===== src/design/rhc_pkg.sv =====
// ----------------------------------------------------------------------------
// rhc_pkg: shared types and constants
// Channel widths, the fixed-point hue scale, the hue sector code and the
// lane record that moves down the divider cell chain.
// ----------------------------------------------------------------------------
package rhc_pkg;

   localparam int CH_W   = 8;             // channel byte width
   localparam int HUE_W  = 15;            // hue output width
   localparam int QUO_W  = 12;            // quotient bits, covers 0..3840
   localparam int REM_W  = 20;            // partial remainder width
   localparam int DIFF_W = CH_W + 1;      // signed channel difference
   localparam int HSUM_W = HUE_W + 2;     // signed hue before wrap

   localparam int HUE_SIXTY = 3840;       // 60 degrees in 1/64 degree
   localparam int HUE_FULL  = 23040;      // 360 degrees in 1/64 degree
   localparam int SAT_SCALE = 255;

   typedef enum logic [1:0] {
      SECTOR_RED,
      SECTOR_GREEN,
      SECTOR_BLUE
   } sector_type;

   // Everything one pixel carries through the divider chain
   typedef struct packed {
      logic [REM_W-1:0] hue_rem;
      logic [CH_W-1:0]  hue_div;
      logic [QUO_W-1:0] hue_quo;
      logic [REM_W-1:0] sat_rem;
      logic [CH_W-1:0]  sat_div;
      logic [QUO_W-1:0] sat_quo;
      logic             hue_neg;
      sector_type       sector;
      logic             gray;
      logic [CH_W-1:0]  brightness;
      logic [CH_W-1:0]  alpha;
   } lane_type;

endpackage


===== src/design/rhc_front.sv =====
// ----------------------------------------------------------------------------
// rhc_front: max/min and numerator setup
// Stage 1 finds max, min, sector and the signed channel difference.
// Stage 2 forms delta, the two scaled numerators and loads the lane record.
// ----------------------------------------------------------------------------
module rhc_front
   import rhc_pkg::*;
(
   input  logic            clock,
   input  logic            reset,
   input  logic            in_valid,
   input  logic [CH_W-1:0] red,
   input  logic [CH_W-1:0] green,
   input  logic [CH_W-1:0] blue,
   input  logic [CH_W-1:0] alpha,
   output logic            out_valid,
   output lane_type        out_lane
);

   logic                     s1_valid_ff;
   logic [CH_W-1:0]          s1_max_ff, s1_max_in;
   logic [CH_W-1:0]          s1_min_ff, s1_min_in;
   sector_type               s1_sector_ff, s1_sector_in;
   logic signed [DIFF_W-1:0] s1_diff_ff, s1_diff_in;
   logic [CH_W-1:0]          s1_alpha_ff;

   logic                     s2_valid_ff;
   lane_type                 s2_lane_ff, s2_lane_in;

   logic [CH_W-1:0]          delta;
   logic [CH_W-1:0]          mag;
   logic                     neg;

   always_comb begin
      s1_max_in = red;
      if (green > s1_max_in) s1_max_in = green;
      if (blue > s1_max_in)  s1_max_in = blue;
      s1_min_in = red;
      if (green < s1_min_in) s1_min_in = green;
      if (blue < s1_min_in)  s1_min_in = blue;

      // ties go red, then green, then blue
      if (s1_max_in == red) begin
         s1_sector_in = SECTOR_RED;
         s1_diff_in   = $signed({1'b0, green}) - $signed({1'b0, blue});
      end else if (s1_max_in == green) begin
         s1_sector_in = SECTOR_GREEN;
         s1_diff_in   = $signed({1'b0, blue}) - $signed({1'b0, red});
      end else begin
         s1_sector_in = SECTOR_BLUE;
         s1_diff_in   = $signed({1'b0, red}) - $signed({1'b0, green});
      end
   end

   always_ff @(posedge clock) begin
      if (reset) begin
         s1_valid_ff <= 1'b0;
         s2_valid_ff <= 1'b0;
      end else begin
         s1_valid_ff <= in_valid;
         s2_valid_ff <= s1_valid_ff;
      end
   end

   always_ff @(posedge clock) begin
      s1_max_ff    <= s1_max_in;
      s1_min_ff    <= s1_min_in;
      s1_sector_ff <= s1_sector_in;
      s1_diff_ff   <= s1_diff_in;
      s1_alpha_ff  <= alpha;
      s2_lane_ff   <= s2_lane_in;
   end

   // truncation toward zero: divide the magnitude, restore the sign later
   always_comb begin
      delta = s1_max_ff - s1_min_ff;
      neg   = s1_diff_ff[DIFF_W-1];
      mag   = neg ? CH_W'(-s1_diff_ff) : CH_W'(s1_diff_ff);

      s2_lane_in            = '0;
      s2_lane_in.hue_rem    = REM_W'(mag) * REM_W'(HUE_SIXTY);
      s2_lane_in.hue_div    = delta;
      s2_lane_in.sat_rem    = REM_W'(delta) * REM_W'(SAT_SCALE);
      s2_lane_in.sat_div    = s1_max_ff;
      s2_lane_in.hue_neg    = neg;
      s2_lane_in.sector     = s1_sector_ff;
      s2_lane_in.gray       = (delta == '0);
      s2_lane_in.brightness = s1_max_ff;
      s2_lane_in.alpha      = s1_alpha_ff;
   end

   assign out_valid = s2_valid_ff;
   assign out_lane  = s2_lane_ff;

endmodule


===== src/design/rhc_cell.sv =====
// ----------------------------------------------------------------------------
// rhc_cell: one restoring division step
// Resolves one quotient bit for both the hue and the saturation division
// and hands the updated lane record to the next cell.
// ----------------------------------------------------------------------------
module rhc_cell
   import rhc_pkg::*;
#(
   parameter int BIT_POS = QUO_W - 1
)
(
   input  logic     clock,
   input  logic     reset,
   input  logic     in_valid,
   input  lane_type in_lane,
   output logic     out_valid,
   output lane_type out_lane
);

   logic     valid_ff;
   lane_type lane_ff, lane_in;

   logic [REM_W-1:0] hue_sh;
   logic [REM_W-1:0] sat_sh;

   always_comb begin
      hue_sh  = REM_W'(in_lane.hue_div) << BIT_POS;
      sat_sh  = REM_W'(in_lane.sat_div) << BIT_POS;
      lane_in = in_lane;
      if (in_lane.hue_rem >= hue_sh) begin
         lane_in.hue_rem          = in_lane.hue_rem - hue_sh;
         lane_in.hue_quo[BIT_POS] = 1'b1;
      end
      if (in_lane.sat_rem >= sat_sh) begin
         lane_in.sat_rem          = in_lane.sat_rem - sat_sh;
         lane_in.sat_quo[BIT_POS] = 1'b1;
      end
   end

   always_ff @(posedge clock) begin
      if (reset) begin
         valid_ff <= 1'b0;
      end else begin
         valid_ff <= in_valid;
      end
   end

   always_ff @(posedge clock) begin
      lane_ff <= lane_in;
   end

   assign out_valid = valid_ff;
   assign out_lane  = lane_ff;

endmodule


===== src/design/rhc_back.sv =====
// ----------------------------------------------------------------------------
// rhc_back: hue assembly and output register
// Applies sign and sector offset, wraps negative hue, forces gray to zero.
// ----------------------------------------------------------------------------
module rhc_back
   import rhc_pkg::*;
(
   input  logic             clock,
   input  logic             reset,
   input  logic             in_valid,
   input  lane_type         in_lane,
   output logic             out_valid,
   output logic [HUE_W-1:0] hue,
   output logic [CH_W-1:0]  saturation,
   output logic [CH_W-1:0]  brightness,
   output logic [CH_W-1:0]  alpha
);

   logic                     valid_ff;
   logic [HUE_W-1:0]         hue_ff, hue_in;
   logic [CH_W-1:0]          sat_ff, sat_in;
   logic [CH_W-1:0]          bright_ff;
   logic [CH_W-1:0]          alpha_ff;

   logic signed [HSUM_W-1:0] offset;
   logic signed [HSUM_W-1:0] quo;
   logic signed [HSUM_W-1:0] hsum;

   always_comb begin
      case (in_lane.sector)
         SECTOR_RED:   offset = '0;
         SECTOR_GREEN: offset = HSUM_W'(2 * HUE_SIXTY);
         SECTOR_BLUE:  offset = HSUM_W'(4 * HUE_SIXTY);
         default:      offset = '0;
      endcase
      quo  = $signed(HSUM_W'(in_lane.hue_quo));
      hsum = in_lane.hue_neg ? offset - quo : offset + quo;
      if (hsum < 0) hsum = hsum + HSUM_W'(HUE_FULL);

      if (in_lane.gray) begin
         hue_in = '0;
         sat_in = '0;
      end else begin
         hue_in = HUE_W'(hsum);
         sat_in = CH_W'(in_lane.sat_quo);
      end
   end

   always_ff @(posedge clock) begin
      if (reset) begin
         valid_ff <= 1'b0;
      end else begin
         valid_ff <= in_valid;
      end
   end

   always_ff @(posedge clock) begin
      hue_ff    <= hue_in;
      sat_ff    <= sat_in;
      bright_ff <= in_lane.brightness;
      alpha_ff  <= in_lane.alpha;
   end

   assign out_valid  = valid_ff;
   assign hue        = hue_ff;
   assign saturation = sat_ff;
   assign brightness = bright_ff;
   assign alpha      = alpha_ff;

endmodule


===== src/design/rgb_to_hsv_converter_top.sv =====
// Pipeline: 2 setup stages, 12 divider cells at one quotient bit each and
// 1 output stage lie between an accepted request and rsp_valid.
// Throughput: one request per cycle; busy is never raised.
// Reset: synchronous, clears all valid flags so no response follows reset.
// Responses are strobed for one cycle; the receiver cannot stall.
// ----------------------------------------------------------------------------
// rgb_to_hsv_converter_top: RGB to HSV pixel converter
// Max/min front end, a chain of restoring divider cells for hue and
// saturation, and a back end that applies sector offset and wrap.
// ----------------------------------------------------------------------------
module rgb_to_hsv_converter_top
   import rhc_pkg::*;
(
   input  logic             clock,
   input  logic             reset,
   input  logic             start,
   output logic             busy,
   input  logic [CH_W-1:0]  req_red,
   input  logic [CH_W-1:0]  req_green,
   input  logic [CH_W-1:0]  req_blue,
   input  logic [CH_W-1:0]  req_alpha_in,
   output logic             rsp_valid,
   output logic [HUE_W-1:0] rsp_hue,
   output logic [CH_W-1:0]  rsp_saturation,
   output logic [CH_W-1:0]  rsp_brightness,
   output logic [CH_W-1:0]  rsp_alpha_out
);

   logic     chain_valid [QUO_W+1];
   lane_type chain_lane  [QUO_W+1];

   assign busy = 1'b0;

   rhc_front u_front (
      .clock     (clock),
      .reset     (reset),
      .in_valid  (start),
      .red       (req_red),
      .green     (req_green),
      .blue      (req_blue),
      .alpha     (req_alpha_in),
      .out_valid (chain_valid[0]),
      .out_lane  (chain_lane[0])
   );

   // cell k resolves quotient bit QUO_W-1-k
   for (genvar k = 0; k < QUO_W; k++) begin : g_cell
      rhc_cell #(
         .BIT_POS (QUO_W - 1 - k)
      ) u_cell (
         .clock     (clock),
         .reset     (reset),
         .in_valid  (chain_valid[k]),
         .in_lane   (chain_lane[k]),
         .out_valid (chain_valid[k+1]),
         .out_lane  (chain_lane[k+1])
      );
   end

   rhc_back u_back (
      .clock      (clock),
      .reset      (reset),
      .in_valid   (chain_valid[QUO_W]),
      .in_lane    (chain_lane[QUO_W]),
      .out_valid  (rsp_valid),
      .hue        (rsp_hue),
      .saturation (rsp_saturation),
      .brightness (rsp_brightness),
      .alpha      (rsp_alpha_out)
   );

endmodule


===== config.mk =====
export PLATFORM = sky130hd
export DESIGN_NAME = rgb_to_hsv_converter_top
export DESIGN_NICKNAME = d
export VERILOG_FILES = /design/src/design/rhc_pkg.sv /design/src/design/rhc_front.sv /design/src/design/rhc_cell.sv /design/src/design/rhc_back.sv /design/src/design/rgb_to_hsv_converter_top.sv
export SDC_FILE = /design/constraint.sdc
export NUM_CORES = 2
export LEC_CHECK = 0
export BUFFER_PORTS_ARGS = -buffer_cell sky130_fd_sc_hd__buf_2
export CORE_MARGIN = 4
export CORE_UTILIZATION = 40
export DETAILED_ROUTE_END_ITERATION = 7
export PLACE_DENSITY_LB_ADDON = 0.12
export SYNTH_ARGS = -nofsm -noshare
export SYNTH_HDL_FRONTEND = slang
export SYNTH_SLANG_ARGS = --single-unit

===== constraint.sdc =====
create_clock -name clock -period 15.6 [get_ports clock]
set_clock_uncertainty 0.05 [all_clocks]
set_input_delay 0.78 -clock clock [delete_from_list [all_inputs] [get_ports clock]]
set_output_delay 0.78 -clock clock [all_outputs]
set_load 0.05 [all_outputs]

Yosys cells after proc, flatten, opt, wreduce, memory -nomap -nowiden
Index checks and enable logic that the tools add are counted.
- RAM bits: 0
- bits in registers: 1027
- memories: 0
- bits in latches: 0
- bits of input ports: 35
- word-level logic and storage cells: 265
- output and inout port bits: 41
- ROM bits: 0
- bitwise operators: 0
- reductions and logical operators: 1
- equal/unequal tests: 4
- magnitude comparators: 29
- mux-type cells: 34
- multipliers: 2
- divide/modulo/power cells: 0
- $add $sub $neg: 30
- shift-type cells: 0
- operators with widths (operator ; count):
    $mux 20 ; 21
    $ge 20x10->1 ; 2
    $ge 20x11->1 ; 2
    $ge 20x12->1 ; 2
    $ge 20x13->1 ; 2
    $ge 20x14->1 ; 2
    $ge 20x15->1 ; 2
    $ge 20x16->1 ; 2
    $ge 20x17->1 ; 2
    $ge 20x18->1 ; 2
    $ge 20x8->1 ; 2
    $ge 20x9->1 ; 2
    $mux 8 ; 5
    $sub 20x10->20 ; 2
    $sub 20x11->20 ; 2
    $sub 20x12->20 ; 2
    $sub 20x13->20 ; 2
    $sub 20x14->20 ; 2
    $sub 20x15->20 ; 2
    $sub 20x16->20 ; 2
    $sub 20x17->20 ; 2
    $sub 20x18->20 ; 2
    $sub 20x9->20 ; 2
    $pmux 14 s2 ; 1
    25 further kinds ; 31

Depth between registers and ports, before layout
- depth in word-level cells: 7
- mapped depth: 25
- mapped depth without buffers: 25

Modules after synthesis
Synthesis repeated with hierarchy kept, for this count alone.
- cells, all modules: 4400
- area total of the unflattened synthesis: 49173.4 um2
- modules (own cells, without submodules) (module ; cells an instance ; seq. area each (um2) ; instances ; area an instance (um2)):
    rhc_front ; 763 ; 1841.8 ; 1 ; 7234.4
    rhc_cell (g_cell[10].u_cell) ; 318 ; 2021.9 ; 1 ; 3643.5
    rhc_cell (g_cell[11].u_cell) ; 325 ; 2021.9 ; 1 ; 3519.6
    rhc_cell (g_cell[9].u_cell) ; 312 ; 2021.9 ; 1 ; 3449.6
    rhc_cell (g_cell[5].u_cell) ; 288 ; 2021.9 ; 1 ; 3409.5
    rhc_cell (g_cell[7].u_cell) ; 299 ; 2021.9 ; 1 ; 3393.3
    rhc_cell (g_cell[8].u_cell) ; 307 ; 2021.9 ; 1 ; 3385.7
    rhc_cell (g_cell[6].u_cell) ; 288 ; 2021.9 ; 1 ; 3345.7
    rhc_cell (g_cell[2].u_cell) ; 259 ; 2021.9 ; 1 ; 3315.7
    rhc_cell (g_cell[4].u_cell) ; 291 ; 2021.9 ; 1 ; 3244.4
    rhc_cell (g_cell[1].u_cell) ; 263 ; 2021.9 ; 1 ; 3235.6
    rhc_cell (g_cell[0].u_cell) ; 251 ; 2021.9 ; 1 ; 3148.0
    rhc_cell (g_cell[3].u_cell) ; 269 ; 2021.9 ; 1 ; 3141.8
    rhc_back ; 165 ; 800.8 ; 1 ; 1695.4
    rgb_to_hsv_converter_top ; 2 ; 0.0 ; 1 ; 11.3

Worst setup path after synthesis
No wires, ideal clock.
- kind: register to register
- start: register u_front.s1_max_ff[0]
- end: register u_front.s2_lane_ff, in the netlist u_front.out_lane[54]
- clock period less this slack: 5.443 ns
- cell stages (with the launch flop): 24
- arrival: 5.321 ns
- path buffers: 0
- setup slack: 10.157 ns
- data required time: 15.478 ns
- library setup time: 0.072 ns
- cells stage by stage: dfxtp_1 -> inv_1 -> ha_1 -> inv_1 -> fa_1 -> nand2_1 -> nand2_1 -> a21oi_1 -> o21bai_1 -> a21oi_1 -> xnor2_1 -> xor2_1 -> ha_1 -> inv_1 -> fa_1 -> fa_1 -> fa_1 -> inv_1 -> ha_1 -> o311a_1 -> o21a_1 -> o21a_1 -> o41ai_1 -> xnor2_1
- RTL lines (item ; line ; RTL):
    start: declaration ; rhc_front.sv:21 ; logic [CH_W-1:0] s1_max_ff, s1_max_in;
    start signal: assignment ; rhc_front.sv:66 ; s1_max_ff <= s1_max_in;
    end signal: assignment ; rhc_front.sv:71 ; s2_lane_ff <= s2_lane_in;
    end: declaration ; rhc_front.sv:28 ; lane_type s2_lane_ff, s2_lane_in;

==> reports/metrics.cfg <==
[logic_synthesis]
synthArstFlopShare_pct = 0
netlist_area_sq_um = 37200
synth_top_cell_area_share_pct = 51.3
synth_nets = 4035
synth_cell_types = 81
synth_edf_count = 0
synth_top_cell_by_area = sky130_fd_sc_hd__dfxtp_1
synthesis.yosys.warnings = 0
synth-main-ff-cell = sky130_fd_sc_hd__dfxtp_1
postSynthCellCount = 3631
leading_post_synthesis_cells_by_cell_area = sky130_fd_sc_hd__dfxtp_1 (51%), sky130_fd_sc_hd__ha_1 (10%), sky130_fd_sc_hd__inv_1 (4.2%), sky130_fd_sc_hd__xnor2_1 (3.5%), sky130_fd_sc_hd__fa_1 (3.3%)
post_synth.cell_area_avg_sq_um = 10.3
ys_seq_elements = 955
synth_seq_area_share_pct = 51.3

[floorplan]
die_x_um = 313
start_util_pct = 40.5
num_io_pins = 76
floorplan_die_area_sq_um = 98000
rows = 111
area_of_the_core_sq_um = 91900
dieHeight_um = 313

[critical_path]
regToRegStartpoint = u_front.s1_max_ff[0]
cp_data_arrival_time_ps = 6480
worst-r2r-cell-count = 23
max_stage_delay_ps = 540
required_time_reported_for_the_critical_path_endpoint_ps = 16130
critical_path.endpoint_type = flop
startpoint_to_endpoint_class_of_the_critical_path = flop to flop
cp-start-kind = flop
regToRegEndpoint = u_front.out_lane[54]
worst-r2r-setup-slack_ps = 9650
path_cells = inv_1 > ha_1 > inv_1 > fa_1 > nand2_1 > nand2_1 > a21oi_1 > o21bai_1 > a21oi_1 > xnor2_1 > xor2_1 > ha_1 > inv_1 > fa_1 > fa_1 > fa_1 > inv_1 > ha_1 > o311a_1 > o21a_1 > o21a_1 > o41ai_1 > xnor2_1
timing.critical_path.fanout_max = 10
cp_top_family = adder cells
critical_path.slowest_cell = sky130_fd_sc_hd__fa_1
worst-path-buf-inv = 4

[worst_hold_path]
hold_path_class = input port to flop
hp-start = req_alpha_in[2]
worstHoldPathCells = 1
whs_endpoint = u_front.s1_alpha_ff[2]

[route]
wire_per_inst_um = 12.9
drc = 0
route.vias.total = 23189
drt_wl_total_mm = 66.0
drtIter0Drc = 930
ant_nets = 0
vias_per_cell = 4.55
dr.pass1.iters = 5

[sta]
post-route-period-util_pct = 38.1
setup_ws_ps = 9650
finalHoldViolCount = 0
max_freq_mhz = 168
fin_crit_ps = 5950
worst_pin_slew_ps = 1200
finalSetupTns_ps = 0
timing.final.setup_violations = 0
setup_repair_after_global_routing_missed_its_margin = false
timing.max_slew.rel_slack_pct = 20.2
pins_over_slew_limit = 0

[finish]
area_growth_pct = 14.4
layout-drive-gt1-share_pct = 7.97
area_taken_by_multi_input_logic_gates_sq_um = 16400
final_util_pct = 46.3
number_of_nets_in_the_layout = 4176
fill_cells = 8750
layout.area.seq_sq_um = 19100

[run_status]
status = finished clean

[global_route]
number_of_antenna_violations_at_the_first_check_in_global_routing = 2
globalRouteMet1Util_pct = 15.6
grt.met3_usage_pct = 2.48
global_route.usage.met2_pct = 24.9
grt_start_max_net_pins = 33
via_count_of_the_first_global_routing_pass = 23111
grt_usage_pct = 13.4
global_route_wire_length_before_repair_mm = 110
layer_carrying_the_most_global_route_usage = met2
global_route_congestion_overflow_total = 0

[cts]
cts_inserted_buffers = 99
postCtsSetupRepairBufs = 0
ctsRootBufferMaster = sky130_fd_sc_hd__clkbuf_16
clkLatencyLatePin_ps = 650
clk_transition_reported_paths_ps = 60
postCtsHoldBufs = 0
clkSinkCount = 955
h-tree-depth = 3
cts_tree = yes
cts.repair.resized = 0
clockBufferDepth = 3

[place]
place.gp.congestion = 0.844
port_buffers = 74
place_ws_ps = 9530
detailedPlacementHpwl_mm = 51.1

[job]
cap_viol_max_count = 0

## cell type report
type,count,share of cell area [%]
diodes,1,0.00588
repair buffers,84,1.05
inverters,422,3.72
well taps,1243,3.65
flip-flops and latches,955,44.9
multi-input cells,2210,38.4
clock buffers,127,6.49
clock inverters,54,1.80
## synthesized netlist by cell type (5+ instances only)
| master | n |
|---|---|
| sky130_fd_sc_hd__o31ai_1 | 47 |
| sky130_fd_sc_hd__nand2b_1 | 54 |
| sky130_fd_sc_hd__o21ai_0 | 202 |
| sky130_fd_sc_hd__dfxtp_1 | 955 |
| sky130_fd_sc_hd__xnor2_1 | 149 |
| sky130_fd_sc_hd__xor2_1 | 121 |
| sky130_fd_sc_hd__a21oi_1 | 161 |
| sky130_fd_sc_hd__a31oi_1 | 11 |
| sky130_fd_sc_hd__nand2_1 | 220 |
| sky130_fd_sc_hd__clkbuf_1 | 29 |
| sky130_fd_sc_hd__a2111oi_0 | 5 |
| sky130_fd_sc_hd__a211oi_1 | 11 |
| sky130_fd_sc_hd__nand3_1 | 34 |
| sky130_fd_sc_hd__nand4_1 | 32 |
| sky130_fd_sc_hd__a211o_1 | 5 |
| sky130_fd_sc_hd__nor2_1 | 233 |
| sky130_fd_sc_hd__buf_2 | 9 |
| sky130_fd_sc_hd__mux2i_1 | 27 |
| sky130_fd_sc_hd__ha_1 | 307 |
| sky130_fd_sc_hd__or4_1 | 12 |
| sky130_fd_sc_hd__nor4_1 | 48 |
| sky130_fd_sc_hd__nor2b_1 | 90 |
| sky130_fd_sc_hd__and3_1 | 14 |
| sky130_fd_sc_hd__o22ai_1 | 5 |
| sky130_fd_sc_hd__nor3_1 | 55 |
| sky130_fd_sc_hd__and2_1 | 6 |
| sky130_fd_sc_hd__fa_1 | 62 |
| sky130_fd_sc_hd__nand3b_1 | 11 |
| sky130_fd_sc_hd__o31a_1 | 5 |
| sky130_fd_sc_hd__a21boi_0 | 41 |
| sky130_fd_sc_hd__nor3_2 | 6 |
| sky130_fd_sc_hd__or2_2 | 10 |
| sky130_fd_sc_hd__nand4b_1 | 14 |
| sky130_fd_sc_hd__inv_1 | 420 |
| sky130_fd_sc_hd__mux2_2 | 17 |
| sky130_fd_sc_hd__o21bai_1 | 16 |
| sky130_fd_sc_hd__a21o_1 | 59 |
| sky130_fd_sc_hd__or3_1 | 30 |
| sky130_fd_sc_hd__o21a_1 | 23 |
## worst register-to-register path: stages (launching register included)
cell                       delay [ps]
sky130_fd_sc_hd__dfxtp_1          310
sky130_fd_sc_hd__inv_1             50
sky130_fd_sc_hd__ha_1             160
sky130_fd_sc_hd__inv_1             60
sky130_fd_sc_hd__fa_1             400
sky130_fd_sc_hd__nand2_1           80
sky130_fd_sc_hd__nand2_1           50
sky130_fd_sc_hd__a21oi_1          290
sky130_fd_sc_hd__o21bai_1         110
sky130_fd_sc_hd__a21oi_1          250
sky130_fd_sc_hd__xnor2_1          470
sky130_fd_sc_hd__xor2_1           250
sky130_fd_sc_hd__ha_1             380
sky130_fd_sc_hd__inv_1             60
sky130_fd_sc_hd__fa_1             460
sky130_fd_sc_hd__fa_1             520
sky130_fd_sc_hd__fa_1             540
sky130_fd_sc_hd__inv_1             40
sky130_fd_sc_hd__ha_1             330
sky130_fd_sc_hd__o311a_1          140
sky130_fd_sc_hd__o21a_1           190
sky130_fd_sc_hd__o21a_1           190
sky130_fd_sc_hd__o41ai_1          370
sky130_fd_sc_hd__xnor2_1          160
## layer usage
metal / wire (um) / up-vias
met5: 0 / -
met4: 1740 / 0
met3: 2180 / 106
met2: 33100 / 238
met1: 29000 / 10414
li1: - / 12431
## stage by stage
stage	hold slack [ps]	std cells	area, sq um
floorplan	260	3631	37200
global placement	260	4914	39100
detailed placement	262	4914	39100
CTS	131	5095	42600
global route	141	5095	42600
finish	189	5096	42600
## cell families (layout without fill, tap and decap cells)
group / count (synthesis) / in the layout / synth area share, %
DFF: 955 / 955 / 51.3
and+or+nand+nor: 891 / 891 / 12.1
AOI/OAI and AO/OA: 631 / 631 / 10.4
buffers and inverters: 466 / 687 / 4.77
adders and majority gates: 369 / 369 / 13.6
xor gates and xnor gates: 271 / 271 / 6.39
muxes: 47 / 47 / 1.33
other: 1 / 2 / 0.0101
## worst max-delay path by stage
stage / end / depth (start not counted) / from / slack (ps)
2_1_floorplan: u_front.out_lane[54] / 23 / u_front.s1_max_ff[0] / 10160
3_3_place_gp: u_front.s1_diff_ff[8] / 19 / req_green[1] / 9600
3_5_place_dp: u_front.s1_diff_ff[8] / 19 / req_green[1] / 9530
4_1_cts: u_front.out_lane[54] / 23 / u_front.s1_max_ff[0] / 9600
5_1_grt: u_front.out_lane[54] / 23 / u_front.s1_max_ff[0] / 9160
6_report: u_front.out_lane[54] / 23 / u_front.s1_max_ff[0] / 9650
## registers in the layout, indices dropped and copies added, names as in the netlist
signal and flops:
g_cell.u_cell.out_lane 811, g_cell.u_cell.out_valid 12, u_back.alpha 8, u_back.brightness 8, u_back.hue 15, u_back.out_valid 1
u_back.saturation 8, u_front.out_lane 55, u_front.out_valid 1, u_front.s1_alpha_ff 8, u_front.s1_diff_ff 9, u_front.s1_max_ff 8
u_front.s1_min_ff 8, u_front.s1_sector_ff 2, u_front.s1_valid_ff 1
## cells in the final DEF (no fill, tap or decap), types with 48 or more instances in the layout
cell,netlist,layout
sky130_fd_sc_hd__inv_1,420,420
sky130_fd_sc_hd__o21ai_0,202,202
sky130_fd_sc_hd__buf_2,9,74
sky130_fd_sc_hd__dfxtp_1,955,955
sky130_fd_sc_hd__nand2b_1,54,54
sky130_fd_sc_hd__nor2_1,233,233
sky130_fd_sc_hd__nor4_1,48,48
sky130_fd_sc_hd__xor2_1,121,121
sky130_fd_sc_hd__fa_1,62,62
sky130_fd_sc_hd__ha_1,307,307
sky130_fd_sc_hd__nor2b_1,90,90
sky130_fd_sc_hd__a21o_1,59,59
sky130_fd_sc_hd__nand2_1,220,220
sky130_fd_sc_hd__xnor2_1,149,149
sky130_fd_sc_hd__clkbuf_16,0,101
sky130_fd_sc_hd__nor3_1,55,55
sky130_fd_sc_hd__a21oi_1,161,161
Power is left out: the tool's default activity adds up to more than one toggle a clock period on the data nets, which glitch-free logic cannot reach.
